## src/hdl/bankers_safety_allocator_unit_macros.svh

```systemverilog
// ----------------------------------------------------------------------------
// Assertion macros for the safety allocator
// Concurrent checks that compile away when ASSERT_OFF is defined.
// ----------------------------------------------------------------------------
`ifndef BANKERS_SAFETY_ALLOCATOR_UNIT_MACROS_SVH
`define BANKERS_SAFETY_ALLOCATOR_UNIT_MACROS_SVH

`ifndef ASSERT_OFF

// Same-cycle implication, disabled while reset is asserted.
`define BSA_ASSERT_IMP(lbl, clk, rst_n, ante, cons, msg) \
    lbl: assert property (@(posedge clk) disable iff (!rst_n) (ante) |-> (cons)) \
        else $error(msg);

// Next-cycle implication, disabled while reset is asserted.
`define BSA_ASSERT_NXT(lbl, clk, rst_n, ante, cons, msg) \
    lbl: assert property (@(posedge clk) disable iff (!rst_n) (ante) |=> (cons)) \
        else $error(msg);

`else

`define BSA_ASSERT_IMP(lbl, clk, rst_n, ante, cons, msg)

`define BSA_ASSERT_NXT(lbl, clk, rst_n, ante, cons, msg)

`endif

`endif

```

## src/hdl/bsa_pkg.sv

```systemverilog
// ----------------------------------------------------------------------------
// bsa_pkg
// Field widths, command and status codes, and shared types of the allocator.
// ----------------------------------------------------------------------------
package bsa_pkg;

    localparam int MODE_W      = 2;
    localparam int SLOT_W      = 4;
    localparam int AMT_W       = 16;
    localparam int STATUS_W    = 3;
    localparam int CFG_W       = 16;
    localparam int RESET_TOTAL = 16;

    typedef enum logic [MODE_W-1:0] {
        MODE_REGISTER = 2'd0,
        MODE_REQUEST  = 2'd1,
        MODE_RELEASE  = 2'd2,
        MODE_UNUSED   = 2'd3
    } t_mode;

    typedef enum logic [STATUS_W-1:0] {
        ST_GRANTED      = 3'd0,
        ST_OVER_CLAIM   = 3'd1,
        ST_INSUFFICIENT = 3'd2,
        ST_UNSAFE       = 3'd3,
        ST_RELEASED     = 3'd4,
        ST_IGNORED      = 3'd5,
        ST_REGISTERED   = 3'd6,
        ST_INVALID      = 3'd7
    } t_status;

    typedef enum logic [4:0] {
        S_IDLE  = 5'b00001,
        S_READ  = 5'b00010,
        S_EXEC  = 5'b00100,
        S_CHECK = 5'b01000,
        S_DONE  = 5'b10000
    } t_state;

    typedef struct packed {
        logic done;
        logic safe;
    } t_chk_sts;

endpackage

```

## src/hdl/bsa_cmd_if.sv

```systemverilog
// ----------------------------------------------------------------------------
// bsa_cmd_if
// Command channel: valid/ready handshake with mode, slot and amount.
// ----------------------------------------------------------------------------
interface bsa_cmd_if
    import bsa_pkg::*;
();
    logic              valid;
    logic              ready;
    logic [MODE_W-1:0] mode;
    logic [SLOT_W-1:0] slot;
    logic [AMT_W-1:0]  amount;

    modport source (output valid, output mode, output slot, output amount, input ready);
    modport sink   (input valid, input mode, input slot, input amount, output ready);
endinterface

```

## src/hdl/bsa_rsp_if.sv

```systemverilog
// ----------------------------------------------------------------------------
// bsa_rsp_if
// Response channel: valid/ready handshake with status, available and holding.
// ----------------------------------------------------------------------------
interface bsa_rsp_if
    import bsa_pkg::*;
();
    logic                valid;
    logic                ready;
    logic [STATUS_W-1:0] status;
    logic [AMT_W-1:0]    available_now;
    logic [AMT_W-1:0]    slot_holding;

    modport source (output valid, output status, output available_now, output slot_holding,
                    input ready);
    modport sink   (input valid, input status, input available_now, input slot_holding,
                    output ready);
endinterface

```

## src/hdl/bsa_ram.sv

```systemverilog
// ----------------------------------------------------------------------------
// bsa_ram
// Generic single-write, single-read RAM with registered read data.
// ----------------------------------------------------------------------------
module bsa_ram #(
    parameter int WIDTH = 32,
    parameter int DEPTH = 16,
    localparam int AW   = $clog2(DEPTH)
) (
    input  logic             i_clk,
    input  logic             i_we,
    input  logic [AW-1:0]    i_waddr,
    input  logic [WIDTH-1:0] i_wdata,
    input  logic [AW-1:0]    i_raddr,
    output logic [WIDTH-1:0] o_rdata
);

    logic [WIDTH-1:0] r_mem [DEPTH];
    logic [WIDTH-1:0] r_rdata;

    always_ff @(posedge i_clk) begin
        if (i_we) begin
            r_mem[i_waddr] <= i_wdata;
        end
        r_rdata <= r_mem[i_raddr];
    end

    assign o_rdata = r_rdata;

endmodule

```

## src/hdl/bsa_check.sv

```systemverilog
// ----------------------------------------------------------------------------
// bsa_check
// Safety sweep: one slot per cycle through a shared compare/add unit, repeated
// passes until every valid slot can finish or a pass makes no progress.
// ----------------------------------------------------------------------------
module bsa_check
    import bsa_pkg::*;
#(
    parameter int NUM_SLOTS  = 16,
    parameter int UNIT_WIDTH = 16,
    localparam int SLOT_IW   = $clog2(NUM_SLOTS)
) (
    input  logic                  i_clk,
    input  logic                  i_rst_n,
    input  logic                  i_start,
    input  logic [UNIT_WIDTH-1:0] i_avail0,
    input  logic [SLOT_IW-1:0]    i_tgt_slot,
    input  logic [UNIT_WIDTH-1:0] i_tgt_amt,
    input  logic [NUM_SLOTS-1:0]  i_valid,
    input  logic [UNIT_WIDTH-1:0] i_claim,
    input  logic [UNIT_WIDTH-1:0] i_held,
    output logic [SLOT_IW-1:0]    o_raddr,
    output t_chk_sts              o_sts
);

    localparam int AW = UNIT_WIDTH + 1;
    localparam logic [SLOT_IW-1:0]   LAST = SLOT_IW'(NUM_SLOTS - 1);
    localparam logic [NUM_SLOTS-1:0] ONE  = {{(NUM_SLOTS-1){1'b0}}, 1'b1};

    logic                 r_busy;
    logic                 r_proc;
    logic                 r_fin;
    logic                 r_safe;
    logic [SLOT_IW-1:0]   r_idx;
    logic [SLOT_IW-1:0]   r_pidx;
    logic [AW-1:0]        r_avail;
    logic [NUM_SLOTS-1:0] r_done;
    logic                 r_progress;

    logic                 is_tgt;
    logic [AW-1:0]        avail_x;
    logic [AW-1:0]        need;
    logic                 take;
    logic [NUM_SLOTS-1:0] done_nx;
    logic                 progress_nx;
    logic                 pass_end;
    logic                 all_done;
    logic                 finish;

    // The target slot sees its tentative holding: fold the amount into avail
    assign is_tgt      = (r_pidx == i_tgt_slot);
    assign avail_x     = r_avail + (is_tgt ? AW'(i_tgt_amt) : '0);
    assign need        = AW'(i_claim) - AW'(i_held);
    assign take        = r_proc && i_valid[r_pidx] && !r_done[r_pidx] && (need <= avail_x);
    assign done_nx     = r_done | (take ? (ONE << r_pidx) : '0);
    assign progress_nx = r_progress | take;
    assign pass_end    = r_proc && (r_pidx == LAST);
    assign all_done    = ((i_valid & ~done_nx) == '0);
    assign finish      = r_busy && pass_end && (all_done || !progress_nx);

    always_ff @(posedge i_clk) begin
        if (!i_rst_n) begin
            r_busy <= 1'b0;
            r_proc <= 1'b0;
            r_fin  <= 1'b0;
        end else begin
            r_fin <= finish;
            if (i_start) begin
                r_busy <= 1'b1;
                r_proc <= 1'b0;
            end else if (finish) begin
                // drop the read already issued for the next pass
                r_busy <= 1'b0;
                r_proc <= 1'b0;
            end else begin
                r_proc <= r_busy;
            end
        end
    end

    always_ff @(posedge i_clk) begin
        if (i_start) begin
            r_idx      <= '0;
            r_avail    <= AW'(i_avail0);
            r_done     <= '0;
            r_progress <= 1'b0;
        end else if (r_busy) begin
            r_idx  <= (r_idx == LAST) ? '0 : r_idx + 1'b1;
            r_done <= done_nx;
            if (take) begin
                r_avail <= avail_x + AW'(i_held);
            end
            r_progress <= pass_end ? 1'b0 : progress_nx;
        end
        r_pidx <= r_idx;
        if (finish) begin
            r_safe <= all_done;
        end
    end

    assign o_raddr    = r_idx;
    assign o_sts.done = r_fin;
    assign o_sts.safe = r_safe;

endmodule

```

## src/hdl/bankers_safety_allocator_unit.sv

```systemverilog
// ----------------------------------------------------------------------------
// bankers_safety_allocator_unit
// Deadlock-avoiding allocator of one resource type over a table of slots.
// ----------------------------------------------------------------------------
// Usage:
//   i_cmd carries one command beat (mode, slot, amount); o_rsp returns exactly
//   one response beat per command (status, available_now, slot_holding).
//   i_cfg_we/i_cfg_wdata load the total unit count; this reloads the available
//   count and clears every slot. Write it only while no command is in flight.
//   Commands are handled one at a time; i_cmd.ready is high only when the
//   sequencer is idle. Slot table lives in one RAM read a slot per cycle.
//   Sequencing: an out-of-range slot goes from IDLE straight to DONE; register,
//   release and denied requests pass through READ, EXEC and DONE; the
//   response is then loaded into the output register. A request that passes
//   the claim and availability tests runs the safety sweep in CHECK: passes
//   over all slots, at most as many as there are valid slots, then DONE.
//   The sweep rate is set by the single RAM read port and the shared
//   compare/add unit, one slot each cycle.
//   Reset: available = 16 units (saturated to UNIT_WIDTH), all slots invalid.
//   When o_rsp.ready is low the response beat holds in the output register and
//   the next command may already be accepted; its result waits behind it.
// ----------------------------------------------------------------------------
`include "bankers_safety_allocator_unit_macros.svh"

module bankers_safety_allocator_unit
    import bsa_pkg::*;
#(
    parameter int NUM_SLOTS  = 16,
    parameter int UNIT_WIDTH = 16
) (
    input  logic             i_clk,
    input  logic             i_rst_n,
    input  logic             i_cfg_we,
    input  logic [CFG_W-1:0] i_cfg_wdata,
    bsa_cmd_if.sink          i_cmd,
    bsa_rsp_if.source        o_rsp
);

    localparam int SLOT_IW = $clog2(NUM_SLOTS);
    localparam int U       = UNIT_WIDTH;
    localparam int SW      = (U > AMT_W) ? U : AMT_W;
    localparam int CW      = SW + 1;
    localparam logic [63:0]   UNIT_MAX64  = (64'd1 << U) - 64'd1;
    localparam logic [SW-1:0] UNIT_MAX_W  = SW'(UNIT_MAX64);
    localparam logic [U-1:0]  RESET_AVAIL = (64'(RESET_TOTAL) > UNIT_MAX64) ?
                                            {U{1'b1}} : U'(RESET_TOTAL);

    t_state               r_state, n_state;
    t_mode                r_mode;
    logic [SLOT_IW-1:0]   r_slot;
    logic [AMT_W-1:0]     r_amt;
    logic [U-1:0]         r_avail, n_avail;
    logic [NUM_SLOTS-1:0] r_valid, n_valid;
    logic [U-1:0]         r_claim, n_claim;
    logic [U-1:0]         r_held, n_held;
    t_status              r_res_status, n_res_status;
    logic [U-1:0]         r_res_hold, n_res_hold;
    logic                 r_out_valid, n_out_valid;
    t_status              r_out_status;
    logic [AMT_W-1:0]     r_out_avail;
    logic [AMT_W-1:0]     r_out_hold;

    logic                 cmd_acc;
    logic                 in_range;
    logic                 out_load;
    logic                 slot_ok;
    logic [U-1:0]         rd_claim;
    logic [U-1:0]         rd_held;
    logic [U-1:0]         amt_u;
    logic [U-1:0]         amt_sat;
    logic [U-1:0]         cfg_sat;
    logic                 over_claim;
    logic                 short_units;
    logic                 rel_fit;
    logic [U-1:0]         add_b;
    logic [U:0]           add_sum;
    logic [U-1:0]         add_sat;
    logic [U-1:0]         avail_less;
    logic [U-1:0]         held_plus;

    logic                 ram_we;
    logic [2*U-1:0]       ram_wdata;
    logic [SLOT_IW-1:0]   ram_raddr;
    logic [2*U-1:0]       ram_rdata;

    logic                 chk_start;
    logic [SLOT_IW-1:0]   chk_raddr;
    t_chk_sts             chk_sts;

    assign cmd_acc  = i_cmd.valid && i_cmd.ready;
    assign in_range = (32'(i_cmd.slot) < 32'(NUM_SLOTS));
    assign slot_ok  = r_valid[r_slot];
    assign rd_claim = ram_rdata[2*U-1:U];
    assign rd_held  = ram_rdata[U-1:0];

    assign amt_u   = U'(r_amt);
    assign amt_sat = (SW'(r_amt) > UNIT_MAX_W) ? {U{1'b1}} : amt_u;
    assign cfg_sat = (SW'(i_cfg_wdata) > UNIT_MAX_W) ? {U{1'b1}} : U'(i_cfg_wdata);

    assign over_claim  = (CW'(r_amt) + CW'(rd_held)) > CW'(rd_claim);
    assign short_units = CW'(r_amt) > CW'(r_avail);
    assign rel_fit     = CW'(r_amt) <= CW'(rd_held);

    // Shared return adder: partial release adds the amount, else the holding
    assign add_b   = (r_mode == MODE_RELEASE && r_amt != '0) ? amt_u : rd_held;
    assign add_sum = {1'b0, r_avail} + {1'b0, add_b};
    assign add_sat = add_sum[U] ? {U{1'b1}} : add_sum[U-1:0];

    assign avail_less = r_avail - amt_u;
    assign held_plus  = r_held + amt_u;

    always_comb begin
        n_state      = r_state;
        n_avail      = r_avail;
        n_valid      = r_valid;
        n_claim      = r_claim;
        n_held       = r_held;
        n_res_status = r_res_status;
        n_res_hold   = r_res_hold;
        ram_we       = 1'b0;
        ram_wdata    = {rd_claim, rd_held};
        chk_start    = 1'b0;
        out_load     = 1'b0;

        case (r_state)
            S_IDLE: begin
                if (cmd_acc) begin
                    if (in_range) begin
                        n_state = S_READ;
                    end else begin
                        n_res_status = ST_INVALID;
                        n_res_hold   = '0;
                        n_state      = S_DONE;
                    end
                end
            end
            S_READ: begin
                n_state = S_EXEC;
            end
            S_EXEC: begin
                n_state = S_DONE;
                n_claim = rd_claim;
                n_held  = rd_held;
                case (r_mode)
                    MODE_REGISTER: begin
                        if (slot_ok) begin
                            n_avail = add_sat;
                        end
                        n_valid[r_slot] = 1'b1;
                        ram_we          = 1'b1;
                        ram_wdata       = {amt_sat, {U{1'b0}}};
                        n_res_status    = ST_REGISTERED;
                        n_res_hold      = '0;
                    end
                    MODE_REQUEST: begin
                        n_res_hold = rd_held;
                        if (!slot_ok) begin
                            n_res_status = ST_INVALID;
                            n_res_hold   = '0;
                        end else if (over_claim) begin
                            n_res_status = ST_OVER_CLAIM;
                        end else if (short_units) begin
                            n_res_status = ST_INSUFFICIENT;
                        end else begin
                            chk_start = 1'b1;
                            n_state   = S_CHECK;
                        end
                    end
                    MODE_RELEASE: begin
                        if (!slot_ok) begin
                            n_res_status = ST_INVALID;
                            n_res_hold   = '0;
                        end else if (r_amt == '0) begin
                            n_avail      = add_sat;
                            ram_we       = 1'b1;
                            ram_wdata    = {rd_claim, {U{1'b0}}};
                            n_res_status = ST_RELEASED;
                            n_res_hold   = '0;
                        end else if (rel_fit) begin
                            n_avail      = add_sat;
                            ram_we       = 1'b1;
                            ram_wdata    = {rd_claim, rd_held - amt_u};
                            n_res_status = ST_RELEASED;
                            n_res_hold   = rd_held - amt_u;
                        end else begin
                            n_res_status = ST_IGNORED;
                            n_res_hold   = rd_held;
                        end
                    end
                    default: begin
                        // unused mode: ignore, report the current holding
                        n_res_status = ST_IGNORED;
                        n_res_hold   = slot_ok ? rd_held : '0;
                    end
                endcase
            end
            S_CHECK: begin
                if (chk_sts.done) begin
                    n_state = S_DONE;
                    if (chk_sts.safe) begin
                        n_avail      = avail_less;
                        ram_we       = 1'b1;
                        ram_wdata    = {r_claim, held_plus};
                        n_res_status = ST_GRANTED;
                        n_res_hold   = held_plus;
                    end else begin
                        n_res_status = ST_UNSAFE;
                        n_res_hold   = r_held;
                    end
                end
            end
            S_DONE: begin
                if (!r_out_valid || o_rsp.ready) begin
                    out_load = 1'b1;
                    n_state  = S_IDLE;
                end
            end
            default: begin
                n_state = S_IDLE;
            end
        endcase

        if (i_cfg_we) begin
            n_avail = cfg_sat;
            n_valid = '0;
        end
    end

    assign n_out_valid = out_load || (r_out_valid && !o_rsp.ready);
    assign ram_raddr   = (r_state == S_CHECK) ? chk_raddr : r_slot;

    always_ff @(posedge i_clk) begin
        if (!i_rst_n) begin
            r_state     <= S_IDLE;
            r_avail     <= RESET_AVAIL;
            r_valid     <= '0;
            r_out_valid <= 1'b0;
        end else begin
            r_state     <= n_state;
            r_avail     <= n_avail;
            r_valid     <= n_valid;
            r_out_valid <= n_out_valid;
        end
    end

    always_ff @(posedge i_clk) begin
        if (cmd_acc) begin
            r_mode <= t_mode'(i_cmd.mode);
            r_slot <= SLOT_IW'(i_cmd.slot);
            r_amt  <= i_cmd.amount;
        end
        r_claim      <= n_claim;
        r_held       <= n_held;
        r_res_status <= n_res_status;
        r_res_hold   <= n_res_hold;
        if (out_load) begin
            r_out_status <= r_res_status;
            r_out_avail  <= AMT_W'(r_avail);
            r_out_hold   <= AMT_W'(r_res_hold);
        end
    end

    bsa_ram #(
        .WIDTH (2 * U),
        .DEPTH (NUM_SLOTS)
    ) u_table (
        .i_clk   (i_clk),
        .i_we    (ram_we),
        .i_waddr (r_slot),
        .i_wdata (ram_wdata),
        .i_raddr (ram_raddr),
        .o_rdata (ram_rdata)
    );

    bsa_check #(
        .NUM_SLOTS  (NUM_SLOTS),
        .UNIT_WIDTH (UNIT_WIDTH)
    ) u_check (
        .i_clk      (i_clk),
        .i_rst_n    (i_rst_n),
        .i_start    (chk_start),
        .i_avail0   (avail_less),
        .i_tgt_slot (r_slot),
        .i_tgt_amt  (amt_u),
        .i_valid    (r_valid),
        .i_claim    (rd_claim),
        .i_held     (rd_held),
        .o_raddr    (chk_raddr),
        .o_sts      (chk_sts)
    );

    assign i_cmd.ready         = (r_state == S_IDLE);
    assign o_rsp.valid         = r_out_valid;
    assign o_rsp.status        = r_out_status;
    assign o_rsp.available_now = r_out_avail;
    assign o_rsp.slot_holding  = r_out_hold;

    `BSA_ASSERT_NXT(a_cmd_busy_after_accept, i_clk, i_rst_n, cmd_acc, !i_cmd.ready, "ready after accept")
    `BSA_ASSERT_IMP(a_chk_done_in_check, i_clk, i_rst_n, chk_sts.done, r_state == S_CHECK, "stray sweep done")
    `BSA_ASSERT_IMP(a_ram_write_state, i_clk, i_rst_n, ram_we, (r_state == S_EXEC) || (r_state == S_CHECK), "table write out of step")
    `BSA_ASSERT_IMP(a_invalid_no_holding, i_clk, i_rst_n, r_out_valid && (r_out_status == ST_INVALID), r_out_hold == '0, "invalid slot with holding")

endmodule
```

## src/flat_wrapper.sv

```systemverilog
// flat-port wrapper written by rule: the top's interface ports become plain ports
module bankers_safety_allocator_unit_flat import bsa_pkg::*;
#(
    parameter int NUM_SLOTS  = 16,
    parameter int UNIT_WIDTH = 16
)
  (i_clk, i_rst_n, i_cfg_we, i_cfg_wdata, i_cmd_valid, i_cmd_mode, i_cmd_slot, i_cmd_amount, i_cmd_ready, o_rsp_valid, o_rsp_status, o_rsp_available_now, o_rsp_slot_holding, o_rsp_ready);
  bsa_cmd_if i_cmd_i ();
  bsa_rsp_if o_rsp_i ();
  input  logic i_clk;
  input  logic i_rst_n;
  input  logic i_cfg_we;
  input  logic [CFG_W-1:0] i_cfg_wdata;
  input wire logic [$bits(i_cmd_i.valid)-1:0] i_cmd_valid;
  input wire logic [$bits(i_cmd_i.mode)-1:0] i_cmd_mode;
  input wire logic [$bits(i_cmd_i.slot)-1:0] i_cmd_slot;
  input wire logic [$bits(i_cmd_i.amount)-1:0] i_cmd_amount;
  output wire logic [$bits(i_cmd_i.ready)-1:0] i_cmd_ready;
  output wire logic [$bits(o_rsp_i.valid)-1:0] o_rsp_valid;
  output wire logic [$bits(o_rsp_i.status)-1:0] o_rsp_status;
  output wire logic [$bits(o_rsp_i.available_now)-1:0] o_rsp_available_now;
  output wire logic [$bits(o_rsp_i.slot_holding)-1:0] o_rsp_slot_holding;
  input wire logic [$bits(o_rsp_i.ready)-1:0] o_rsp_ready;
  assign i_cmd_i.valid = i_cmd_valid;
  assign i_cmd_i.mode = i_cmd_mode;
  assign i_cmd_i.slot = i_cmd_slot;
  assign i_cmd_i.amount = i_cmd_amount;
  assign i_cmd_ready = i_cmd_i.ready;
  assign o_rsp_valid = o_rsp_i.valid;
  assign o_rsp_status = o_rsp_i.status;
  assign o_rsp_available_now = o_rsp_i.available_now;
  assign o_rsp_slot_holding = o_rsp_i.slot_holding;
  assign o_rsp_i.ready = o_rsp_ready;
  bankers_safety_allocator_unit #(.NUM_SLOTS(NUM_SLOTS), .UNIT_WIDTH(UNIT_WIDTH)) u_core (.i_clk(i_clk), .i_rst_n(i_rst_n), .i_cfg_we(i_cfg_we), .i_cfg_wdata(i_cfg_wdata), .i_cmd(i_cmd_i), .o_rsp(o_rsp_i));
endmodule
```

## config.mk

```make
export PLATFORM = sky130hd
export DESIGN_NAME = bankers_safety_allocator_unit_flat
export DESIGN_NICKNAME = d
export VERILOG_FILES = /design/src/hdl/bsa_pkg.sv /design/src/hdl/bsa_cmd_if.sv /design/src/hdl/bsa_rsp_if.sv /design/src/hdl/bsa_ram.sv /design/src/hdl/bsa_check.sv /design/src/hdl/bankers_safety_allocator_unit.sv /design/src/flat_wrapper.sv
export VERILOG_INCLUDE_DIRS = /design/src /design/src/hdl
export SDC_FILE = /design/constraint.sdc
export NUM_CORES = 1
export LEC_CHECK = 0
export BUFFER_PORTS_ARGS = -buffer_cell sky130_fd_sc_hd__buf_4
export CAP_MARGIN = 0
export CORE_AREA = 2 2 256 258
export CTS_BUF_LIST = sky130_fd_sc_hd__clkbuf_2
export DETAILED_ROUTE_END_ITERATION = 12
export DIE_AREA = 0 0 258 260
export PLACE_DENSITY = 0.72
export SYNTH_ARGS = -nofsm -noshare
export SYNTH_HDL_FRONTEND = slang
export SYNTH_SLANG_ARGS = --single-unit
```

## constraint.sdc

```tcl
create_clock -name i_clk -period 18.1 [get_ports i_clk]
set_input_delay 0.905 -clock i_clk [delete_from_list [all_inputs] [get_ports i_clk]]
set_output_delay 0.905 -clock i_clk [all_outputs]
set_load 0.02 [all_outputs]
```

==> key figures <==
Status
  – Status: completed

Die
  – # rows: between 90 and 100
  – Initial Util: approximately 55%
  – Die ar.: around 0.067 mm2
  – Placeable Area: ~0.064 mm2
  – Die Y: roughly 260 um
  – Ports: 80
  – Die width: approximately 260 um

Yosys
  – Most used DFF post-synth: edfxtp_1
  – Top post-synthesis cells by area: edfxtp_1 54%, mux4_2 8.6%, ha_1 5.7%, dfxtp_1 5.6%, a21oi_1 2.1%
  – Mux cell area share after synthesis: about a tenth
  – Post-synth design cell area: between 0.03 and 0.04 mm2
  – Synthesized Nets: 2795
  – Synth Instances: between 2000 and 3000
  – Fraction of registers with async set/reset: 0%
  – Yosys top cell area share: 54.41%
  – XOR/XNOR share of the synthesized area: between 2 and 3%
  – Largest family of logic cells by synthesized area: compound AO/OA/AOI/OAI gates
  – Number of synthesized flops with an enable pin: approximately 640
  – Warnings from Yosys: 0
  – Mapped Avg Cell Area: around 14 um2
  – Netlist cell types: 85
  – Number of synthesized register bits: ~740
  – Adder-cell share of the synthesized area: around 6.2%
  – Simple-gate area share of the yosys netlist: a little over 8%
  – Sequential share of the synthesized area: 60.04%
  – Synth Area in Compound Gates: 10.78%
  – Post-synth top area cell: edfxtp_1

Pwr
  – Clock share of power: 29.5%
  – Switching pwr: approximately 1200 uW
  – Share of power burned in registers: about half
  – Sw frac: between 30% and 40%
  – Gate power share: ~20%
  – Pint: around 2700 uW
  – Power per cell area: approximately 99 mW/mm2
  – Lkg Pwr: approximately 0.015 uW
  – Max VDD drop: 0.06924 mV

Global route
  – All-layer global routing usage: between 20% and 30%
  – Met3 Resource Use GR: 5.838%
  – First-pass GRT wire length: 145.4 mm
  – Antenna violations before repair: 6
  – GRT Max-Usage Layer: met2
  – GR Util met2: a little under half
  – Global route total overflow: 0
  – Largest net degree at the start of global routing: just under 90
  – Vias in the first global route: ~24000
  – GRT met1 Usage: 37.54%

Clock tree
  – CTS resizes: 0
  – H-tree depth: 4
  – CTS Hold Bufs: between 60 and 70
  – CTS Buffer Depth: 3
  – CTS root buffer: clkbuf_2
  – Clock transition at path regs: ~100 ps
  – Clock Sink Count: approximately 740
  – Worst skew pair latency: 1400 ps
  – Number of setup buffers added after CTS: 0
  – Cts bufs inserted: ~180
  – CTS tree: done

Timing
  – Final Hold Vio Count: 0
  – Final Max Tran Viols: 0
  – Setup violators final: 0
  – Slew headroom: roughly 8.1%
  – Unrepaired setup endpoints after global routing: false
  – F_max: ~0.14 GHz
  – Final period util: just under 40%
  – Worst-case clock skew: about 130 ps
  – Tightest Pin Transition: approximately 1400 ps
  – TNS Setup: 0 ps
  – Worst Setup Slack, final: 10900 ps
  – Final worst path period need: between 7000 and 8000 ps

Routing
  – Total wire length: 97.34 mm
  – DRT Pass-1 Iters: 6
  – DR iter-0 viols: roughly 2300
  – Average wire per standard cell: ~25 um
  – Antenna viol nets, final: 0
  – Residual DRC count: 0
  – Via count: about 24000
  – Number of vias per cell: between 6 and 7

Final layout
  – Fraction of layout cells with a size suffix above 1: around a fifth
  – Non-Filler Cell Area, Final: between 0.03 and 0.04 mm2
  – Top reg by flops: u_core.u_table.r_mem
  – Most common cell after layout, fill and taps aside: edfxtp_1
  – Layout net count: 3068
  – Commonest non-fill, non-tap cells in the layout: 637 x edfxtp_1, 273 x clkbuf_2, 170 x nor2_1, 167 x nand2_1, 161 x ha_1
  – Largest register FFs: 512
  – Area Overhead vs Synth: 11.93%

Hold path
  – Min-Delay Path Class: in2reg

Placement
  – # port buffers: 79
  – DP Worst Slack: between 10000 and 15000 ps
  – GP Congestion: just under 1
  – Dpl cell area: approximately 0.037 mm2
  – Placed wire-length estimate: between 60 and 70 mm

Setup path
  – Kind of critical path: reg2reg
  – Max incr delay on CP: 870 ps
  – Worst Path Required: 19030 ps
  – CP startpoint kind: flip-flop
  – Worst Path Arrival: between 8000 and 9000 ps
  – Crit path max fanout: 22
  – Critical path capture point type: flip-flop
  – CP max-delay cell: dfxtp_1
  – Most frequent CP cell: nor2_1

Run
  – Total of max-cap violations: 0
## cells by family (layout without fill, tap and decap cells)
group / after synthesis / in the layout
buffers and inverters: 227 / 648
AND/OR/NAND/NOR: 603 / 603
other: 0 / 7
XOR/XNOR: 108 / 108
adder cells (fa/ha/maj): 169 / 169
flip-flops: 736 / 736
multiplexers: 159 / 159
AO/OA/AOI/OAI: 581 / 581
## cell usage after synthesis (6+ instances only)
library cell / count
fa_1: 8
inv_1: 114
a21oi_1: 147
o211ai_1: 8
buf_6: 9
nand4_1: 10
a21o_1: 39
o41ai_1: 6
o221ai_1: 6
mux4_2: 135
nand2b_1: 24
nor2_1: 179
a41oi_1: 6
o22ai_1: 11
clkbuf_1: 59
o21bai_1: 21
o21ai_0: 97
and3_1: 12
a31oi_1: 63
o21ai_1: 13
edfxtp_1: 637
a211oi_1: 48
xor2_1: 47
mux2i_1: 23
buf_1: 7
and2_1: 56
o21a_1: 21
buf_2: 31
nand3_1: 31
dfxtp_1: 99
nor4_1: 10
xnor2_1: 61
or3_1: 11
nor2b_1: 34
a221oi_1: 14
ha_1: 161
a22oi_1: 26
nor3b_1: 9
nor3_1: 33
nand2_1: 168
## power groups by stage
stage / clock (uW) / sequential (uW) / combinational [uW]
floorplan: 0 / 1960 / 535
global placement: 0 / 2000 / 726
detailed placement: 0 / 2000 / 746
CTS: 1180 / 1960 / 768
global route: 1260 / 1960 / 850
finish: 1140 / 1960 / 778
## per-layer routing
| metal | wire (um) | share of wire [%] |
|---|---|---|
| met5 | 0 | 0 |
| met4 | 4900 | 5.0 |
| met3 | 7664 | 7.9 |
| met2 | 46770 | 48 |
| met1 | 38000 | 39 |
## final cells by class
cell class | instances | area, um2
Clock inverter | 54 | 387.9
Sequential cell | 736 | 21110
Antenna cell | 7 | 17.52
Multi-Input combinational cell | 1620 | 13250
Fill cell | 4948 | 24760
Timing Repair Buffer | 205 | 1714
Inverter | 116 | 435.4
Clock buffer | 273 | 1366
Tap cell | 855 | 1070
## worst paths after layout
| check | startpoint | end | slack, ps | cells past startpoint |
|---|---|---|---|---|
| worst max-delay path | u_core.u_check.r_pidx[1]$_DFF_P_ | u_core.u_check.r_avail[15]$_DFFE_PP_ | 10900 | 25 |
| worst min-delay path | i_cfg_we | u_core.r_avail[0]$_SDFFE_PN0P_ | 120 | 3 |
| worst max register to register | u_core.u_check.r_pidx[1]$_DFF_P_ | u_core.u_check.r_avail[15]$_DFFE_PP_ | 10900 | 25 |
| worst min register to register | u_core.r_res_hold[12]$_DFFE_PP_ | u_core.o_rsp.slot_holding[12]$_DFFE_PP_ | 370 | 0 |
## critical path: cells and delay by family (launching register included)
kind,cells,cell delay (ps)
simple gates,10,2370
compound gates,9,2200
flops,1,870
fa+ha+maj,2,460
mux,1,360
buf+inv,2,340
xor+xnor,1,170
## per-stage QoR
stage | util (%) | cells | hold slack, ps | total power [uW]
final | 61.38 | 3866 | 120.4 | 3886
after global placement | 57.60 | 3467 | 404.8 | 2725
after detailed placement | 57.60 | 3467 | 404.5 | 2745
after floorplan | - | 2583 | 380.0 | 2497
after global routing | 61.36 | 3861 | 44.48 | 4076
after CTS | 61.35 | 3859 | 14.65 | 3907
Power figures use the tool's default switching activity.
